### src/rtl/bcss_pkg.sv
// ----------------------------------------------------------------------------
// bcss_pkg
// Types, constants and helpers shared by the subset search block.
// ----------------------------------------------------------------------------
`timescale 1ns / 1ps
`default_nettype none

package bcss_pkg;

  localparam int MAX_BASIS_C = 8;
  localparam int MAX_DIM_C   = 64;
  localparam int VEC_W       = 64;
  localparam int MASK_W      = 8;
  localparam int ERR_W       = 14;
  localparam int IDX_W       = 3;
  localparam int CFG_IDX_W   = 2;
  localparam int CFG_DATA_W  = 8;
  localparam int DIM_W       = 7;
  localparam int COUNT_W     = 4;
  localparam int PEN_W       = 8;
  localparam int ERR_MAX     = 255 * 64;
  localparam int QUEUE_DEPTH = 2;

  typedef enum logic {
    OP_LOAD  = 1'b0,
    OP_QUERY = 1'b1
  } op_t;

  typedef enum logic {
    CMD_LOAD,
    CMD_QUERY
  } cmd_kind_t;

  typedef enum logic [CFG_IDX_W-1:0] {
    REG_PENALTY_ONE,
    REG_PENALTY_ZERO,
    REG_BASIS_COUNT,
    REG_DIMENSION
  } cfg_reg_t;

  typedef struct packed {
    cmd_kind_t        kind;
    logic [IDX_W-1:0] index;
    logic [VEC_W-1:0] data;
  } cmd_t;

  typedef struct packed {
    logic [PEN_W-1:0]   penalty_one;
    logic [PEN_W-1:0]   penalty_zero;
    logic [COUNT_W-1:0] basis_count;
    logic [DIM_W-1:0]   dimension;
  } cfg_t;

  function automatic logic [DIM_W-1:0] sat_dim(input logic [DIM_W-1:0] d,
                                               input logic [DIM_W-1:0] lim);
    return (d > lim) ? lim : d;
  endfunction

  function automatic logic [VEC_W-1:0] low_mask(input logic [DIM_W-1:0] bits);
    logic [VEC_W-1:0] m;
    m = '0;
    for (int k = 0; k < VEC_W; k++) begin
      m[k] = (DIM_W'(k) < bits);
    end
    return m;
  endfunction

endpackage

`default_nettype wire

### src/rtl/bcss_front.sv
// ----------------------------------------------------------------------------
// bcss_front
// Accepts input beats, drops loads aimed past the store, trims query rows
// to the active dimension and hands commands to the queue.
// ----------------------------------------------------------------------------
`timescale 1ns / 1ps
`default_nettype none

module bcss_front
  import bcss_pkg::*;
#(
  parameter int MAX_BASIS = MAX_BASIS_C,
  parameter int MAX_DIM   = MAX_DIM_C
) (
  input  wire logic             in_valid,
  output logic                  in_ready,
  input  wire logic             opcode,
  input  wire logic [IDX_W-1:0] basis_index,
  input  wire logic [VEC_W-1:0] vector_bits,
  input  wire logic [DIM_W-1:0] dimension,
  input  wire logic             q_ready,
  output logic                  push,
  output cmd_t                  cmd
);

  logic             is_query;
  logic             keep;
  logic [DIM_W-1:0] dim_eff;

  assign is_query = (opcode == OP_QUERY);
  assign keep     = is_query || ({1'b0, basis_index} < (IDX_W + 1)'(MAX_BASIS));
  assign dim_eff  = sat_dim(dimension, DIM_W'(MAX_DIM));

  assign in_ready = q_ready;
  assign push     = in_valid && q_ready && keep;

  always_comb begin
    cmd.kind  = is_query ? CMD_QUERY : CMD_LOAD;
    cmd.index = basis_index;
    cmd.data  = is_query ? (vector_bits & low_mask(dim_eff)) : vector_bits;
  end

endmodule

`default_nettype wire

### src/rtl/bcss_queue.sv
// ----------------------------------------------------------------------------
// bcss_queue
// Short command queue between the front and the search engine.
// ----------------------------------------------------------------------------
`timescale 1ns / 1ps
`default_nettype none

module bcss_queue
  import bcss_pkg::*;
(
  input  wire logic clk,
  input  wire logic rst,
  input  wire logic push,
  input  cmd_t      push_cmd,
  output logic      ready,
  input  wire logic pop,
  output logic      valid,
  output cmd_t      head
);

  localparam int PW = (QUEUE_DEPTH > 1) ? $clog2(QUEUE_DEPTH) : 1;
  localparam int CW = $clog2(QUEUE_DEPTH + 1);

  cmd_t          slots [QUEUE_DEPTH];
  logic [PW-1:0] wr_ptr;
  logic [PW-1:0] rd_ptr;
  logic [CW-1:0] count;
  logic          do_push;
  logic          do_pop;

  assign ready   = (count != CW'(QUEUE_DEPTH));
  assign valid   = (count != '0);
  assign head    = slots[rd_ptr];
  assign do_push = push && ready;
  assign do_pop  = pop && valid;

  always_ff @(posedge clk) begin
    if (do_push) begin
      slots[wr_ptr] <= push_cmd;
    end
  end

  always_ff @(posedge clk) begin
    if (rst) begin
      wr_ptr <= '0;
      rd_ptr <= '0;
      count  <= '0;
    end else begin
      if (do_push) begin
        wr_ptr <= (wr_ptr == PW'(QUEUE_DEPTH - 1)) ? '0 : wr_ptr + 1'b1;
      end
      if (do_pop) begin
        rd_ptr <= (rd_ptr == PW'(QUEUE_DEPTH - 1)) ? '0 : rd_ptr + 1'b1;
      end
      if (do_push && !do_pop) begin
        count <= count + 1'b1;
      end else if (do_pop && !do_push) begin
        count <= count - 1'b1;
      end
    end
  end

endmodule

`default_nettype wire

### src/rtl/bcss_back.sv
// ----------------------------------------------------------------------------
// bcss_back
// Holds the basis store and runs the subset search: one subset enters a
// four-stage score pipeline each cycle, the last stage keeps the minimum.
// ----------------------------------------------------------------------------
`timescale 1ns / 1ps
`default_nettype none

module bcss_back
  import bcss_pkg::*;
#(
  parameter int MAX_BASIS = MAX_BASIS_C,
  parameter int MAX_DIM   = MAX_DIM_C
) (
  input  wire logic              clk,
  input  wire logic              rst,
  input  cfg_t                   cfg,
  input  wire logic              q_valid,
  input  cmd_t                   q_head,
  output logic                   pop,
  output logic                   out_valid,
  input  wire logic              out_ready,
  output logic [MASK_W-1:0]      best_mask,
  output logic [ERR_W-1:0]       min_error
);

  localparam int IW = (MAX_BASIS > 1) ? $clog2(MAX_BASIS) : 1;
  localparam int CW = $clog2(MAX_DIM + 1);
  localparam int EW = PEN_W + CW + 1;

  typedef enum logic [1:0] {
    S_IDLE,
    S_RUN,
    S_DRAIN
  } state_t;

  state_t                 state;
  logic [MAX_DIM-1:0]     store [MAX_BASIS];
  logic [MAX_DIM-1:0]     data_q;
  logic [MAX_BASIS-1:0]   subset;
  logic [MAX_BASIS-1:0]   last;
  logic [COUNT_W-1:0]     nb;
  logic [MAX_DIM-1:0]     dmask;
  logic [MAX_DIM-1:0]     uni;
  logic                   have;
  logic [EW-1:0]          best_e;
  logic [MAX_BASIS-1:0]   best_s;

  logic                   v1, v2, v3;
  logic [MAX_BASIS-1:0]   m1, m2, m3;
  logic [MAX_DIM-1:0]     cov1, unc1;
  logic [CW-1:0]          cov2, unc2;
  logic [EW-1:0]          e3;
  logic                   better;
  logic                   empty;

  function automatic logic [CW-1:0] ones_in(input logic [MAX_DIM-1:0] x);
    logic [CW-1:0] n;
    n = '0;
    for (int k = 0; k < MAX_DIM; k++) begin
      n = n + CW'(x[k]);
    end
    return n;
  endfunction

  assign nb    = (cfg.basis_count > COUNT_W'(MAX_BASIS)) ? COUNT_W'(MAX_BASIS)
                                                         : cfg.basis_count;
  assign last  = ~({MAX_BASIS{1'b1}} << nb);
  assign dmask = MAX_DIM'(low_mask(sat_dim(cfg.dimension, DIM_W'(MAX_DIM))));
  assign pop   = (state == S_IDLE) && q_valid;
  assign empty = !v1 && !v2 && !v3;
  assign better = v3 && (!have || (e3 < best_e));

  always_comb begin
    uni = '0;
    for (int i = 0; i < MAX_BASIS; i++) begin
      if (subset[i]) begin
        uni = uni | store[i];
      end
    end
    uni = uni & dmask;
  end

  always_ff @(posedge clk) begin
    if (pop && (q_head.kind == CMD_LOAD)) begin
      store[q_head.index[IW-1:0]] <= q_head.data[MAX_DIM-1:0];
    end
    if (pop && (q_head.kind == CMD_QUERY)) begin
      data_q <= q_head.data[MAX_DIM-1:0];
    end
  end

  always_ff @(posedge clk) begin
    m1   <= subset;
    cov1 <= uni & ~data_q;
    unc1 <= data_q & ~uni;
    m2   <= m1;
    cov2 <= ones_in(cov1);
    unc2 <= ones_in(unc1);
    m3   <= m2;
    e3   <= (EW'(cfg.penalty_zero) * EW'(cov2)) + (EW'(cfg.penalty_one) * EW'(unc2));
  end

  always_ff @(posedge clk) begin
    if (rst) begin
      state     <= S_IDLE;
      subset    <= '0;
      have      <= 1'b0;
      v1        <= 1'b0;
      v2        <= 1'b0;
      v3        <= 1'b0;
      out_valid <= 1'b0;
    end else begin
      v1 <= (state == S_RUN);
      v2 <= v1;
      v3 <= v2;
      if (better) begin
        have   <= 1'b1;
        best_e <= e3;
        best_s <= m3;
      end
      if (out_valid && out_ready) begin
        out_valid <= 1'b0;
      end
      unique case (state)
        S_IDLE: begin
          if (pop && (q_head.kind == CMD_QUERY)) begin
            subset <= '0;
            have   <= 1'b0;
            state  <= S_RUN;
          end
        end
        S_RUN: begin
          if (subset == last) begin
            state <= S_DRAIN;
          end else begin
            subset <= subset + 1'b1;
          end
        end
        S_DRAIN: begin
          if (empty && (!out_valid || out_ready)) begin
            out_valid <= 1'b1;
            best_mask <= MASK_W'(best_s);
            min_error <= ERR_W'(best_e);
            state     <= S_IDLE;
          end
        end
        default: state <= S_IDLE;
      endcase
    end
  end

endmodule

`default_nettype wire

### src/rtl/boolean_cover_subset_search.sv
// ----------------------------------------------------------------------------
// boolean_cover_subset_search
// Top level: configuration registers, front, command queue, search engine.
// ----------------------------------------------------------------------------
// Input beats (in_valid/in_ready) carry opcode, basis_index and vector_bits.
// A load beat writes one basis row and gives no result; a query beat gives
// one result beat (out_valid/out_ready) with best_mask and min_error.
// Configuration beats (cfg_valid/cfg_ready, cfg_index, cfg_data) set
// penalty_one, penalty_zero, basis_count and dimension; cfg_ready is always
// high. Write configuration only while no query is in flight.
// A query's search covers all 2^n subsets, n being basis_count capped at 8:
// the search engine scores one subset per cycle through a four-stage
// pipeline, and takes the next query only once the last result is in the
// output register. A load passes through the queue and writes its row in the
// cycle after acceptance when the engine is idle. A two-entry command queue
// takes beats while the engine is busy; in_ready drops when it is full.
// The result sits in an output register; while the receiver stalls, loads
// still proceed and the next query waits at its final stage.
// Reset clears control state and sets the registers to their defaults;
// basis rows hold no defined value until loaded.
// ----------------------------------------------------------------------------
`timescale 1ns / 1ps
`default_nettype none

module boolean_cover_subset_search
  import bcss_pkg::*;
#(
  parameter int MAX_BASIS = MAX_BASIS_C,
  parameter int MAX_DIM   = MAX_DIM_C
) (
  input  wire logic                  clk,
  input  wire logic                  rst,
  input  wire logic                  in_valid,
  output logic                       in_ready,
  input  wire logic                  opcode,
  input  wire logic [IDX_W-1:0]      basis_index,
  input  wire logic [VEC_W-1:0]      vector_bits,
  output logic                       out_valid,
  input  wire logic                  out_ready,
  output logic [MASK_W-1:0]          best_mask,
  output logic [ERR_W-1:0]           min_error,
  input  wire logic                  cfg_valid,
  output logic                       cfg_ready,
  input  wire logic [CFG_IDX_W-1:0]  cfg_index,
  input  wire logic [CFG_DATA_W-1:0] cfg_data
);

  cfg_t cfg;
  logic q_ready;
  logic q_valid;
  logic push;
  logic pop;
  cmd_t push_cmd;
  cmd_t q_head;

  assign cfg_ready = 1'b1;

  always_ff @(posedge clk) begin
    if (rst) begin
      cfg.penalty_one  <= PEN_W'(1);
      cfg.penalty_zero <= PEN_W'(1);
      cfg.basis_count  <= COUNT_W'(8);
      cfg.dimension    <= DIM_W'(64);
    end else if (cfg_valid && cfg_ready) begin
      unique case (cfg_reg_t'(cfg_index))
        REG_PENALTY_ONE:  cfg.penalty_one  <= cfg_data;
        REG_PENALTY_ZERO: cfg.penalty_zero <= cfg_data;
        REG_BASIS_COUNT:  cfg.basis_count  <= cfg_data[COUNT_W-1:0];
        REG_DIMENSION:    cfg.dimension    <= cfg_data[DIM_W-1:0];
        default: ;
      endcase
    end
  end

  bcss_front #(
    .MAX_BASIS (MAX_BASIS),
    .MAX_DIM   (MAX_DIM)
  ) u_front (
    .in_valid    (in_valid),
    .in_ready    (in_ready),
    .opcode      (opcode),
    .basis_index (basis_index),
    .vector_bits (vector_bits),
    .dimension   (cfg.dimension),
    .q_ready     (q_ready),
    .push        (push),
    .cmd         (push_cmd)
  );

  bcss_queue u_queue (
    .clk      (clk),
    .rst      (rst),
    .push     (push),
    .push_cmd (push_cmd),
    .ready    (q_ready),
    .pop      (pop),
    .valid    (q_valid),
    .head     (q_head)
  );

  bcss_back #(
    .MAX_BASIS (MAX_BASIS),
    .MAX_DIM   (MAX_DIM)
  ) u_back (
    .clk        (clk),
    .rst        (rst),
    .cfg        (cfg),
    .q_valid    (q_valid),
    .q_head     (q_head),
    .pop        (pop),
    .out_valid  (out_valid),
    .out_ready  (out_ready),
    .best_mask  (best_mask),
    .min_error  (min_error)
  );

endmodule

`default_nettype wire

### config.mk
export PLATFORM = sky130hd
export DESIGN_NAME = boolean_cover_subset_search
export DESIGN_NICKNAME = d
export VERILOG_FILES = /design/src/rtl/bcss_pkg.sv /design/src/rtl/bcss_front.sv /design/src/rtl/bcss_queue.sv /design/src/rtl/bcss_back.sv /design/src/rtl/boolean_cover_subset_search.sv
export SDC_FILE = /design/constraint.sdc
export NUM_CORES = 1
export LEC_CHECK = 0
export ABC_AREA = 1
export BUFFER_PORTS_ARGS = -buffer_cell sky130_fd_sc_hd__buf_2
export CAP_MARGIN = 25
export CELL_PAD_IN_SITES_DETAIL_PLACEMENT = 1
export CELL_PAD_IN_SITES_GLOBAL_PLACEMENT = 2
export CORE_MARGIN = 1.5
export CORE_UTILIZATION = 47
export DETAILED_ROUTE_END_ITERATION = 7
export PLACE_DENSITY = 0.93
export SYNTH_ARGS = -nofsm -noshare
export SYNTH_HDL_FRONTEND = slang
export SYNTH_HIERARCHICAL = 1
export SYNTH_SLANG_ARGS = --single-unit
### constraint.sdc
create_clock -name clk -period 16.8 [get_ports clk]
set_input_delay 3.36 -clock clk [delete_from_list [all_inputs] [get_ports clk]]
set_output_delay 3.36 -clock clk [all_outputs]
set_load 0.02 [all_outputs]
# Word level (Yosys, flattened, before mapping)
# Memory sizes are Yosys's and may differ from the RTL's. A register that Yosys moved wholly into a read port is not among the register bits.
# Cells that the tools add are included.
[classes] add_sub_neg=132 n_eq_ne=11 div_mod_pow=0 n_reduce_logical=35 mul=2 n_bitwise=16 muxes=35 n_lt_le_gt_ge=67 shifts=1
[ops] cell="$add 7x1->7" count=124
[ops] cell="$mux 64" count=9
[ops] cell="$or 64x64->64" count=7
[ops] cell="$and 64x64->64" count=4
[ops] cell="$lt 6x7->1 const A" count=32
[ops] cell="$not 64->64" count=2
[ops] cell="$lt 5x7->1 const A" count=16
[ops] cell="$lt 4x7->1 const A" count=8
[ops] cell="$mul 8x7->15" count=2
[ops] cell="$lt 3x7->1 const A" count=4
[ops] cell="$add 15x15->16" count=1
[ops] cell="$lt 16x16->1" count=1
[ops] cell="$mux 8" count=2
[ops] cell="$pmux 8 s2" count=1
[ops] cell="$mux 1" count=15
[ops] cell="$lt 1x7->1 const A" count=2
[ops] cell="$lt 2x7->1 const A" count=2
[ops] cell="$logic_and 1x1->1" count=13
[ops] cell="$mux 2" count=5
[ops] cell="$reduce_and 2->1" count=5
[ops] cell="$reduce_and 3->1" count=3
[ops] cell="$add 8x1->8 const B" count=1
[ops] cell="$eq 8x8->1" count=1
[ops] cell="$ne 2x2->1 const B" count=4
[ops] cell="19 further kinds" count=35
[word_totals] reg_bits=338 latch_bits=0 ram_bits=648 mem_count=2 mem_bits_ro=0
[memory_table] memory="u_back.store" depth=8 word_bits=64 read_ports=8 rd_ports_with_merged_regs=0 write_ports=1 line="bcss_back.sv:38" text="logic [MAX_DIM-1:0] store [MAX_BASIS];"
[memory_table] memory="u_queue.slots" depth=2 word_bits=68 read_ports=1 rd_ports_with_merged_regs=1 write_ports=1 line="bcss_queue.sv:24" text="cmd_t slots [QUEUE_DEPTH];"

# Logic depth before layout (Yosys ltp)
# Gate-level depths: netlist of the first run.
[logic_depth] depth_word=63 ltp_mapped=24

# Cells and area by module
# Netlist of the first run, hierarchy kept.
[by_module_without_submodules] module="bcss_back" cells_each=2858 area_per_inst_um2=35659.2 instances=1
[by_module_without_submodules] module="bcss_queue" cells_each=249 area_per_inst_um2=5236.3 instances=1
[by_module_without_submodules] module="boolean_cover_subset_search" cells_each=172 area_per_inst_um2=1148.6 instances=1
[by_module_without_submodules] module="bcss_front" cells_each=237 area_per_inst_um2=1128.6 instances=1

# Worst setup path before layout of the first run
# Ideal clock, no wire load.
[synth_path] path_type="input to register" start="input port in_valid" end="memory u_queue/slots[0][0] in the netlist's numbering (enable)" path_buffers=0 setup_time_ns=0.494 path_stages=4 slack_ns=9.932 required_time_ns=16.306 arrival_time_ns=6.373 path_cell_list="nand2_1 inv_1 nand2_1 nor2_1"
[synth_between] elab_chain_cells=4
[synth_rtl] element="from (decl)" line="boolean_cover_subset_search.sv:33" text="input wire logic in_valid,"
[synth_rtl] element="$logic_and 1x1->1" line="bcss_front.sv:35" text="assign push = in_valid && q_ready && keep;"
[synth_rtl] element="named net push" line="boolean_cover_subset_search.sv:51" text="logic push;"
[synth_rtl] element="$logic_and 1x1->1" line="bcss_queue.sv:34" text="assign do_push = push && ready;"
[synth_rtl] element="$mux 1" line="bcss_queue.sv:38" text="if (do_push) begin"
[synth_rtl] element="$mux 1 (implied by the code)" line="bcss_queue.sv:39" text="slots[wr_ptr] <= push_cmd;"
[synth_rtl] element="to (decl)" line="bcss_queue.sv:24"
# The timed path passes the listed nets, and every way through them passes these cells.

# Worst setup path in the final report of the first run
[layout_path] start="register u_back.unc1[35]" end="register u_back.unc2[6]"
[layout_between] elab_chain_cells=29
[layout_rtl] element="from (decl)" line="bcss_back.sv:51" text="logic [MAX_DIM-1:0] cov1, unc1;"
[layout_rtl] element="from (signal assigned)" line="bcss_back.sv:96" text="unc1 <= data_q & ~uni;"
[layout_rtl] element="$add 7x1->7 (29 in series)" line="bcss_back.sv:61" text="n = n + CW'(x[k]);"
[layout_rtl] element="to (signal assigned)" line="bcss_back.sv:99" text="unc2 <= ones_in(unc1);"
[layout_rtl] element="to (decl)" line="bcss_back.sv:52" text="logic [CW-1:0] cov2, unc2;"
# Every way passes these cells.
# A chain may end at the register's enable or synchronous reset.

==> results of run 1 <==
state kept, by name, indices dropped and copies added (netlist names), 14 cells and up, named ones only:
register and count:
u_back/unc1 64, u_back/store 512, u_queue/slots 136, cfg 27, u_back/e3 16, u_back/data_q 64, u_back/cov1 64, u_back/min_error 14
u_back/best_e 16
final timing paths:
check,start,end,slack (ns),cells after the start
setup reg to reg,u_back/unc1[35]$_DFF_P_,u_back/unc2[6]$_DFF_P_,10.77,19
hold reg to reg,u_back/m2[6]$_DFF_P_,u_back/m3[6]$_DFF_P_,0.33,0
hold / removal,u_back/m2[6]$_DFF_P_,u_back/m3[6]$_DFF_P_,0.33,0
setup / recovery,u_back/unc1[35]$_DFF_P_,u_back/unc2[6]$_DFF_P_,10.77,19
worst max-delay path, delay by kind of cell, from the launching register on:
| kind | cells | cell delay (ns) |
|---|---|---|
| AOI/OAI and AO/OA | 4 | 0.64 |
| DFF | 1 | 0.31 |
| buffers and inverters | 6 | 0.38 |
| adders and majority gates | 9 | 4.59 |
synth_stat cells, types with 6 or more instances:
master    number
buf_1          6
nand3_1       81
and2_1        21
nor2_2         9
edfxtp_1     758
nand2_1      761
nand4_1       73
a21boi_0      19
dfxtp_1      229
o21a_1         8
nand2_2        7
a21oi_1      101
mux2_4        20
nor2_4         7
o21ai_0       27
nor3_1        13
clkbuf_1      42
a21boi_1       7
inv_2         12
mux2_2        48
xnor2_1        7
buf_4          9
fa_1         189
buf_2         42
a22o_1        36
xor2_1        21
o21ai_1       11
a31oi_1       12
nor2_1       186
a221oi_1      49
inv_1        543
ha_1         109
cells in the final DEF (no fill, tap or decap), types with 9 or more instances in the layout:
master     synthesis  routed
nand2_1          761     761
edfxtp_1         758     758
inv_1            543     542
dfxtp_1          229     220
fa_1             189     189
nor2_1           186     178
ha_1             109     109
buf_2             42     106
clkbuf_16          0     104
a21oi_1          101     100
nand3_1           81      81
nand4_1           73      73
a221oi_1          49      49
mux2_2            48      48
a22o_1            36      36
buf_4              9      35
clkbuf_1          42      28
o21ai_0           27      27
xor2_1            21      21
and2_1            21      21
mux2_4            20      20
a21boi_0          19      19
clkinv_2           0      17
nor2_4             7      15
clkbuf_8           0      14
inv_2             12      13
a31oi_1           12      12
nor3_1            13      11
o21ai_1           11      11
nor2_2             9       9
cell type report:
| type | count | share of cell area [%] |
|---|---|---|
| timing repair buffer | 142 | 1.70 |
| inverter | 556 | 4.31 |
| tap | 1176 | 3.04 |
| multi-input combinational | 1868 | 27.4 |
| antenna | 1 | 0.00517 |
| clock inverter | 42 | 1.00 |
| clock buffer | 147 | 6.00 |
| sequential | 987 | 56.5 |
logic make-up (layout without fill, tap and decap cells):
kind of cell	Yosys count	after routing	share of synthesized area [%]
and+or+nand+nor	1176	1176	11.5
DFF	987	987	63.3
buffers and inverters	661	887	6.07
adders and majority gates	298	298	11.9
AOI/OAI and AO/OA	297	297	4.60
muxes	68	68	1.95
xor gates and xnor gates	28	28	0.568
other	1	2	0.00869
metal layers:
metal / up-vias / track usage [%] / wire (um)
met1: 13958 / 32.6 / 47900
met3: 308 / 3.96 / 7990
met2: 1194 / 47.1 / 63500
met5: - / 0 / 0
li1: 11965 / - / -
met4: 0 / 11.9 / 5350
metrics by stage:
stage	instances	util (%)	instance area, um2
after floorplan	3516	-	43200
final	4919	53.5	48400
after global placement	4728	49.7	45000
after detailed placement	4728	49.7	45000
after global routing	4918	53.5	48400
after CTS	4917	53.4	48400
==> results.sh, run 1 <==
export IMPL_clock_tree_root_cell="clkbuf_16"
export IMPL_port_buffers=106
export IMPL_grt_ovfl_total=0
export IMPL_syn_num_nets=3897
export IMPL_drc=0
export IMPL_antenna_found_initial=1
export IMPL_fin_crit_sh_pct=35.9
export IMPL_finalCriticalPeriod_ns=6.03
export IMPL_ctsHoldBuffers=0
export IMPL_outcome="completed"
export IMPL_ys_seq_area_share_pct=63.3
export IMPL_crit_top_cell="fa_1"
export IMPL_grt_pass1_vias=29895
export IMPL_cts_inserted_buffers=100
export IMPL_worst_pin_slew_ns=1.08
export IMPL_hold_viol=0
export IMPL_synthesis_area_um2=43200
export IMPL_regArea_um2=27400
export IMPL_multiInputGateArea_um2=13300
export IMPL_finalSetupViolations=0
export IMPL_clock_latency_ns=0.70
export IMPL_dominantRegCellSynth="edfxtp_1"
export IMPL_drv_cap=0
export IMPL_fmax_mhz=166
export IMPL_slew_viol_final=0
export IMPL_rsz0062_at_grt="no"
export IMPL_place_congestion=0.895
export IMPL_cts_clk_slew_worst_paths_ns=0.06
export IMPL_viasPerCell=5.58
export IMPL_ys_types=57
export IMPL_wl_per_cell_um=25.4
export IMPL_synth_enable_flop_cells=758
export IMPL_grt_max_degree=66
export IMPL_worst_setup_path_start_kind="flip-flop"
export IMPL_ys_top_cells_by_area="edfxtp_1, dfxtp_1, fa_1"
export IMPL_num_nets_final=4036
export IMPL_cts_buffer_depth=3
export IMPL_area_growth_synth_to_final_pct=12.1
export IMPL_setup_tns_ns=0
export IMPL_syn_avg_cell_area_um2=12.3
export IMPL_ctsResizeCount=0
export IMPL_cp_cell_sequence="inv_1, fa_1, inv_1, fa_1, fa_1, inv_1, fa_1, inv_1, fa_1, fa_1, fa_1, inv_1, fa_1, inv_1, fa_1, a21o_1, a21oi_1, o21ai_0, a21o_1"
export IMPL_drt_first_pass_iters=5
export IMPL_grt_pass1_wl_um=185000
export IMPL_fill_cells=9241
export IMPL_cts_tree="yes"
export IMPL_die_w_um=306
export IMPL_drt_initial_drc_count=2305
export IMPL_path_max_fanout=2
export IMPL_place_ws_ns=10.77
export IMPL_synthArstFlopShare_pct=0
export IMPL_die_y_um=306
export IMPL_critPathCaptureType="flip-flop"
export IMPL_cpMaxStageDelayCell="fa_1"
export IMPL_synth_top_area_share_pct=52.7
export IMPL_io_pins=108
export IMPL_cp_data_required_time_ns=17.35
export IMPL_fin_hold_ws_ns=0.327
export IMPL_grt_usage_pct=26.7
export IMPL_cts_num_sinks=987
export IMPL_rows=110
export IMPL_slew_headroom_pct=28.0
export IMPL_hold_path_class="reg -> reg"
export IMPL_dp_hpwl_um=84000
export IMPL_synth_seq_cells=987
export IMPL_worst_endpoint_arrival_ns=6.58
export IMPL_cts_setup_buffers=0
export IMPL_start_util_pct=47.7
export IMPL_critical_path_class="reg -> reg"
export IMPL_critPathMaxStageDelay_ns=0.57
export IMPL_vias=27425
export IMPL_ant_nets=0
export IMPL_synth_cells=3516
export IMPL_worst_slack_ns=10.77
export IMPL_yosys_area_top_type="edfxtp_1"
export IMPL_core_area_um2=90600
export IMPL_dieArea_um2=93700
export IMPL_drive_gt1_share_pct=11.8
export IMPL_htree_levels=3
export IMPL_clock_skew_ns=0.0464
export IMPL_totalWireLength_um=125000
export IMPL_yosys_warnings=6
Power of run 1 is not shown: default switching activity piles up to over one toggle a cycle in this logic, so the estimate is an artifact.
==> run 2: changes to the inputs <==
--- a/config.mk
+++ b/config.mk
@@ -11,9 +11,9 @@
 export CELL_PAD_IN_SITES_DETAIL_PLACEMENT = 1
 export CELL_PAD_IN_SITES_GLOBAL_PLACEMENT = 2
 export CORE_MARGIN = 1.5
-export CORE_UTILIZATION = 47
+export CORE_UTILIZATION = 44
 export DETAILED_ROUTE_END_ITERATION = 7
-export PLACE_DENSITY = 0.93
+export PLACE_DENSITY = 0.89
 export SYNTH_ARGS = -nofsm -noshare
 export SYNTH_HDL_FRONTEND = slang
 export SYNTH_HIERARCHICAL = 1
==> constraint.sdc (replaced) <==
create_clock -name clk -period 5.9 [get_ports clk]
set_input_delay 1.18 -clock clk [delete_from_list [all_inputs] [get_ports clk]]
set_output_delay 1.18 -clock clk [all_outputs]
set_load 0.02 [all_outputs]
==> results.sh, run 2 (synthesis gave the netlist of run 1 again) <==
export IMPL_outcome="completed"
export IMPL_fill_cells=10038
export IMPL_path_max_fanout=2
export IMPL_cts_setup_buffers=0
export IMPL_final_common_cell="nand2_1"
export IMPL_grt_usage_pct=24.7
export IMPL_fin_crit_sh_pct=97.3
export IMPL_fmax_mhz=174
export IMPL_drive_gt1_share_pct=12.2
export IMPL_port_buffers=106
export IMPL_antenna_found_initial=1
export IMPL_critical_path_class="reg -> reg"
export IMPL_grt_pass1_wl_um=182000
export IMPL_largest_register_ffs=512
export IMPL_dieArea_um2=100000
export IMPL_slew_viol_final=0
export IMPL_ctsHoldBuffers=0
export IMPL_finalSetupViolations=0
export IMPL_rrSetupSlack_ns=0.16
export IMPL_drt_initial_drc_count=2327
export IMPL_cpMaxStageDelayCell="fa_1"
export IMPL_setup_tns_ns=0
export IMPL_hold_viol=0
export IMPL_drv_cap=0
export IMPL_clock_tree_root_cell="clkbuf_16"
export IMPL_final_cell_mix="nand2_1, edfxtp_1, inv_1"
export IMPL_vias=27091
export IMPL_worst_setup_path_start_kind="flip-flop"
export IMPL_die_y_um=316
export IMPL_grt_pass1_vias=29678
export IMPL_diodes=0
export IMPL_multiInputGateArea_um2=13300
export IMPL_cts_inserted_buffers=100
export IMPL_regArea_um2=27400
export IMPL_drc=0
export IMPL_cts_num_sinks=987
export IMPL_clock_latency_ns=0.68
export IMPL_cts_clk_slew_worst_paths_ns=0.06
export IMPL_totalWireLength_um=122000
export IMPL_place_congestion=0.882
export IMPL_cp_top_family="adder cells"
export IMPL_worst_pin_slew_ns=1.09
export IMPL_grt_max_degree=69
export IMPL_cp_cell_sequence="inv_1, fa_1, inv_1, fa_1, fa_1, inv_1, fa_1, fa_1, fa_1, fa_1, fa_1, inv_1, ha_1, fa_2, a21o_1, a21oi_2, o21ai_0, a21o_1"
export IMPL_wl_per_cell_um=24.3
export IMPL_crit_top_cell="fa_1"
export IMPL_area_growth_synth_to_final_pct=12.5
export IMPL_io_pins=108
export IMPL_critPathMaxStageDelay_ns=0.56
export IMPL_viasPerCell=5.38
export IMPL_cp_data_required_time_ns=6.45
export IMPL_grt_ovfl_total=0
export IMPL_hold_path_class="reg -> reg"
export IMPL_slew_headroom_pct=27.2
export IMPL_clock_skew_ns=0.0355
export IMPL_critPathCaptureType="flip-flop"
export IMPL_start_util_pct=44.5
export IMPL_core_area_um2=97000
export IMPL_rows=114
export IMPL_drt_first_pass_iters=5
export IMPL_num_nets_final=4053
export IMPL_worst_path_buf_inv=4
export IMPL_dp_hpwl_um=83100
export IMPL_die_w_um=316
export IMPL_rsz0062_at_grt="no"
export IMPL_cts_buffer_depth=3
export IMPL_worst_endpoint_arrival_ns=6.29
export IMPL_ant_nets=0
export IMPL_htree_levels=3
export IMPL_finalCriticalPeriod_ns=5.74
export IMPL_cts_tree="yes"
-- run 2: final timing paths --
| check | start | cells past startpoint | end |
|---|---|---|---|
| max | u_back/unc1[23]$_DFF_P_ | 18 | u_back/unc2[6]$_DFF_P_ |
| min | u_back/m1[3]$_DFF_P_ | 0 | u_back/m2[3]$_DFF_P_ |
| max reg2reg | u_back/unc1[23]$_DFF_P_ | 18 | u_back/unc2[6]$_DFF_P_ |
| min reg2reg | u_back/m1[3]$_DFF_P_ | 0 | u_back/m2[3]$_DFF_P_ |
-- run 2: repair_timing --
item                                    4_1_cts  5_1_grt
pin swaps                                     1        8
endpoints found under the setup margin        1        6
hold endpoints to repair                      0        0
resized for setup                             2        9
-- run 2: worst reg2reg max path, delay by kind of cell, from the launching register on --
family / cells / cell delay [ns]
AO/OA/AOI/OAI: 4 / 0.61
buffers and inverters: 4 / 0.23
adder cells (fa/ha/maj): 10 / 4.48
flip-flops: 1 / 0.32
-- run 2: final cells by class --
cell class                 count  area share (%)
sequential                   987            56.3
multi-input combinational   1868            27.4
clock buffer                 140            5.85
inverter                     556            4.30
clock inverter                48           0.793
tap                         1276            3.29
timing repair buffer         159            2.07
-- run 2: per-layer routing --
metal  vias to the layer above  GRT usage (%)  wire length, um
met5                         -              0               10
met4                         2           10.5             4580
met3                       263           3.07             6370
met2                       924           43.8            62300
met1                     13886           30.4            48900
li1                      12016              -                -
-- run 2: through the flow --
step                instances  worst slack, ns  area (um2)  util, %  hold slack [ns]
CTS                      5034           0.0287       48600     50.1            0.323
detailed placement       4846          0.00960       45300     46.7            0.314
floorplan                3516           -0.287       43200        -            0.310
finish                   5034            0.160       48600     50.1            0.316
global route             5034          0.00958       48600     50.1            0.316
global placement         4846           0.0607       45300     46.7            0.310
Power of run 2 is left out for the same reason.
==> run 3: changes to the inputs <==
--- a/config.mk
+++ b/config.mk
@@ -9,9 +9,9 @@
 export BUFFER_PORTS_ARGS = -buffer_cell sky130_fd_sc_hd__buf_2
 export CAP_MARGIN = 25
 export CELL_PAD_IN_SITES_DETAIL_PLACEMENT = 1
-export CELL_PAD_IN_SITES_GLOBAL_PLACEMENT = 2
+export CELL_PAD_IN_SITES_GLOBAL_PLACEMENT = 1
 export CORE_MARGIN = 1.5
-export CORE_UTILIZATION = 44
+export CORE_UTILIZATION = 52
 export DETAILED_ROUTE_END_ITERATION = 7
 export PLACE_DENSITY = 0.89
 export SYNTH_ARGS = -nofsm -noshare
==> results.sh, run 3 (synthesis gave the netlist of run 1 again) <==
export IMPL_slew_viol_final=0
export IMPL_regToRegStartpoint="u_back/unc1[5]$_DFF_P_"
export IMPL_cp_data_required_time_ns=6.43
export IMPL_rr_endpoint="u_back/unc2[5]$_DFF_P_"
export IMPL_cts_num_sinks=987
export IMPL_final_common_cell="nand2_1"
export IMPL_clock_latency_ns=0.69
export IMPL_slew_headroom_pct=26.4
export IMPL_crit_top_cell="fa_1"
export IMPL_grt_pass1_vias=33355
export IMPL_multiInputGateArea_um2=13400
export IMPL_antenna_found_initial=14
export IMPL_worst_setup_path_start_kind="flip-flop"
export IMPL_rows=105
export IMPL_drt_initial_drc_count=3798
export IMPL_holdPathStages=0
export IMPL_grt_usage_pct=35.4
export IMPL_viasPerCell=6.33
export IMPL_core_area_um2=82100
export IMPL_cp_cell_sequence="inv_1, fa_1, fa_1, inv_1, fa_1, fa_1, fa_1, fa_1, fa_1, inv_1, fa_1, inv_1, ha_1, a21oi_1, nand2_1, a21oi_1, o21ai_0, xor2_1"
export IMPL_cp_depth=18
export IMPL_drc=0
export IMPL_worst_path_buf_inv=4
export IMPL_cpMaxStageDelayCell="fa_1"
export IMPL_critical_path_class="reg -> reg"
export IMPL_worst_slack_ns=-0.0438
export IMPL_critPathCaptureType="flip-flop"
export IMPL_totalWireLength_um=151000
export IMPL_finalSetupViolations=5
export IMPL_die_y_um=291
export IMPL_final_cell_mix="nand2_1, edfxtp_1, inv_1"
export IMPL_grt_pass1_wl_um=219000
export IMPL_hold_path_class="reg -> reg"
export IMPL_drt_first_pass_iters=6
export IMPL_vias=30557
export IMPL_cts_tree="yes"
export IMPL_htree_levels=3
export IMPL_fmax_mhz=168
export IMPL_fin_area_um2=48600
export IMPL_rrSetupSlack_ns=-0.04
export IMPL_cp_top_family="adder cells"
export IMPL_area_growth_synth_to_final_pct=12.5
export IMPL_regArea_um2=27400
export IMPL_cts_inserted_buffers=98
export IMPL_num_nets_final=4049
export IMPL_cts_buffer_depth=3
export IMPL_wl_per_cell_um=31.2
export IMPL_ant_nets=0
export IMPL_fin_crit_sh_pct=101
export IMPL_worst_endpoint_arrival_ns=6.47
export IMPL_min_to="u_back/m2[5]$_DFF_P_"
export IMPL_drive_gt1_share_pct=12.9
export IMPL_rsz0062_at_grt="yes"
export IMPL_fill_cells=8035
export IMPL_post_dp_cell_area_um2=45100
export IMPL_clock_tree_root_cell="clkbuf_16"
export IMPL_drv_cap=0
export IMPL_critPathMaxStageDelay_ns=0.57
export IMPL_rr_worst_depth=18
export IMPL_grt_ovfl_total=0
export IMPL_outcome="finished, violations left"
export IMPL_dp_hpwl_um=87300
export IMPL_worstHoldStart="u_back/m1[5]$_DFF_P_"
export IMPL_grt_max_degree=69
export IMPL_clock_skew_ns=0.0472
export IMPL_largest_register_ffs=512
export IMPL_port_buffers=106
export IMPL_final_util_pct=59.1
export IMPL_cts_clk_slew_worst_paths_ns=0.07
export IMPL_start_util_pct=52.6
export IMPL_die_w_um=291
export IMPL_violations="setup timing"
export IMPL_path_max_fanout=4
export IMPL_finalCriticalPeriod_ns=5.94
export IMPL_hold_viol=0
export IMPL_dieArea_um2=84800
export IMPL_io_pins=108
export IMPL_worst_pin_slew_ns=1.10
export IMPL_place_congestion=0.927
-- run 3: cell types whose count changed in the layout (fill, tap and decap cells not counted), moves of 5 or more --
cell and change:
buf_4 -5, bufinv_16 +6, fa_1 -7, fa_2 +7, inv_1 -13, inv_2 +13
-- run 3: per-layer routing --
layer / track usage [%] / part of all wire [%]
met5: 0 / 0.092
met4: 24.6 / 7.9
met3: 8.01 / 10
met2: 59.7 / 49
met1: 39.9 / 33
-- run 3: metrics by stage --
step,cells,setup TNS (ns),worst slack [ns],hold WS [ns]
final,4826,-0.151,-0.0438,0.336
after global routing,4823,-0.505,-0.174,0.341
after CTS,4821,0,0.00158,0.337
after detailed placement,4634,-0.149,-0.0910,0.313
after global placement,4634,0,0.0441,0.310
after floorplan,3516,-36.71,-0.287,0.310
-- run 3: area by class of cell --
cell class,count,share of cell area [%]
sequential,987,56.4
tap,1070,2.76
antenna,4,0.0206
inverter,556,4.30
clock inverter,46,1.18
timing repair buffer,157,2.09
multi-input combinational,1868,27.5
clock buffer,138,5.76
-- run 3: worst max path at each step --
| stage | from | end | slack [ns] |
|---|---|---|---|
| 2_1_floorplan | flip-flop | u_back/store[4][0]$_DFFE_PP_ | -0.29 |
| 3_3_place_gp | u_back/unc1[35]$_DFF_P_ | u_back/unc2[6]$_DFF_P_ | 0.04 |
| 3_5_place_dp | u_back/unc1[35]$_DFF_P_ | u_back/unc2[6]$_DFF_P_ | -0.09 |
| 4_1_cts | u_back/unc1[55]$_DFF_P_ | u_back/unc2[4]$_DFF_P_ | 0.002 |
| 5_1_grt | u_back/unc1[47]$_DFF_P_ | u_back/unc2[4]$_DFF_P_ | -0.17 |
| 6_report | u_back/unc1[5]$_DFF_P_ | u_back/unc2[5]$_DFF_P_ | -0.04 |
-- run 3: worst register-to-register path, stage by stage (launching register included) --
cell and delay (ns):
dfxtp_1 0.33, inv_1 0.09, fa_1 0.52, fa_1 0.43, inv_1 0.13, fa_1 0.47, fa_1 0.48, fa_1 0.50
fa_1 0.55, fa_1 0.57, inv_1 0.07, fa_1 0.55, inv_1 0.05, ha_1 0.38, a21oi_1 0.18, nand2_1 0.11
a21oi_1 0.13, o21ai_0 0.11, xor2_1 0.15
-- run 3: timing repair --
item,4_1_cts,5_1_grt
gates resized for setup,27,15
setup buffers,3,0
pin swaps,10,7
hold buffers,0,0
cloned,0,0
setup endpoints to repair,7,7
Power of run 3 is left out for the same reason.
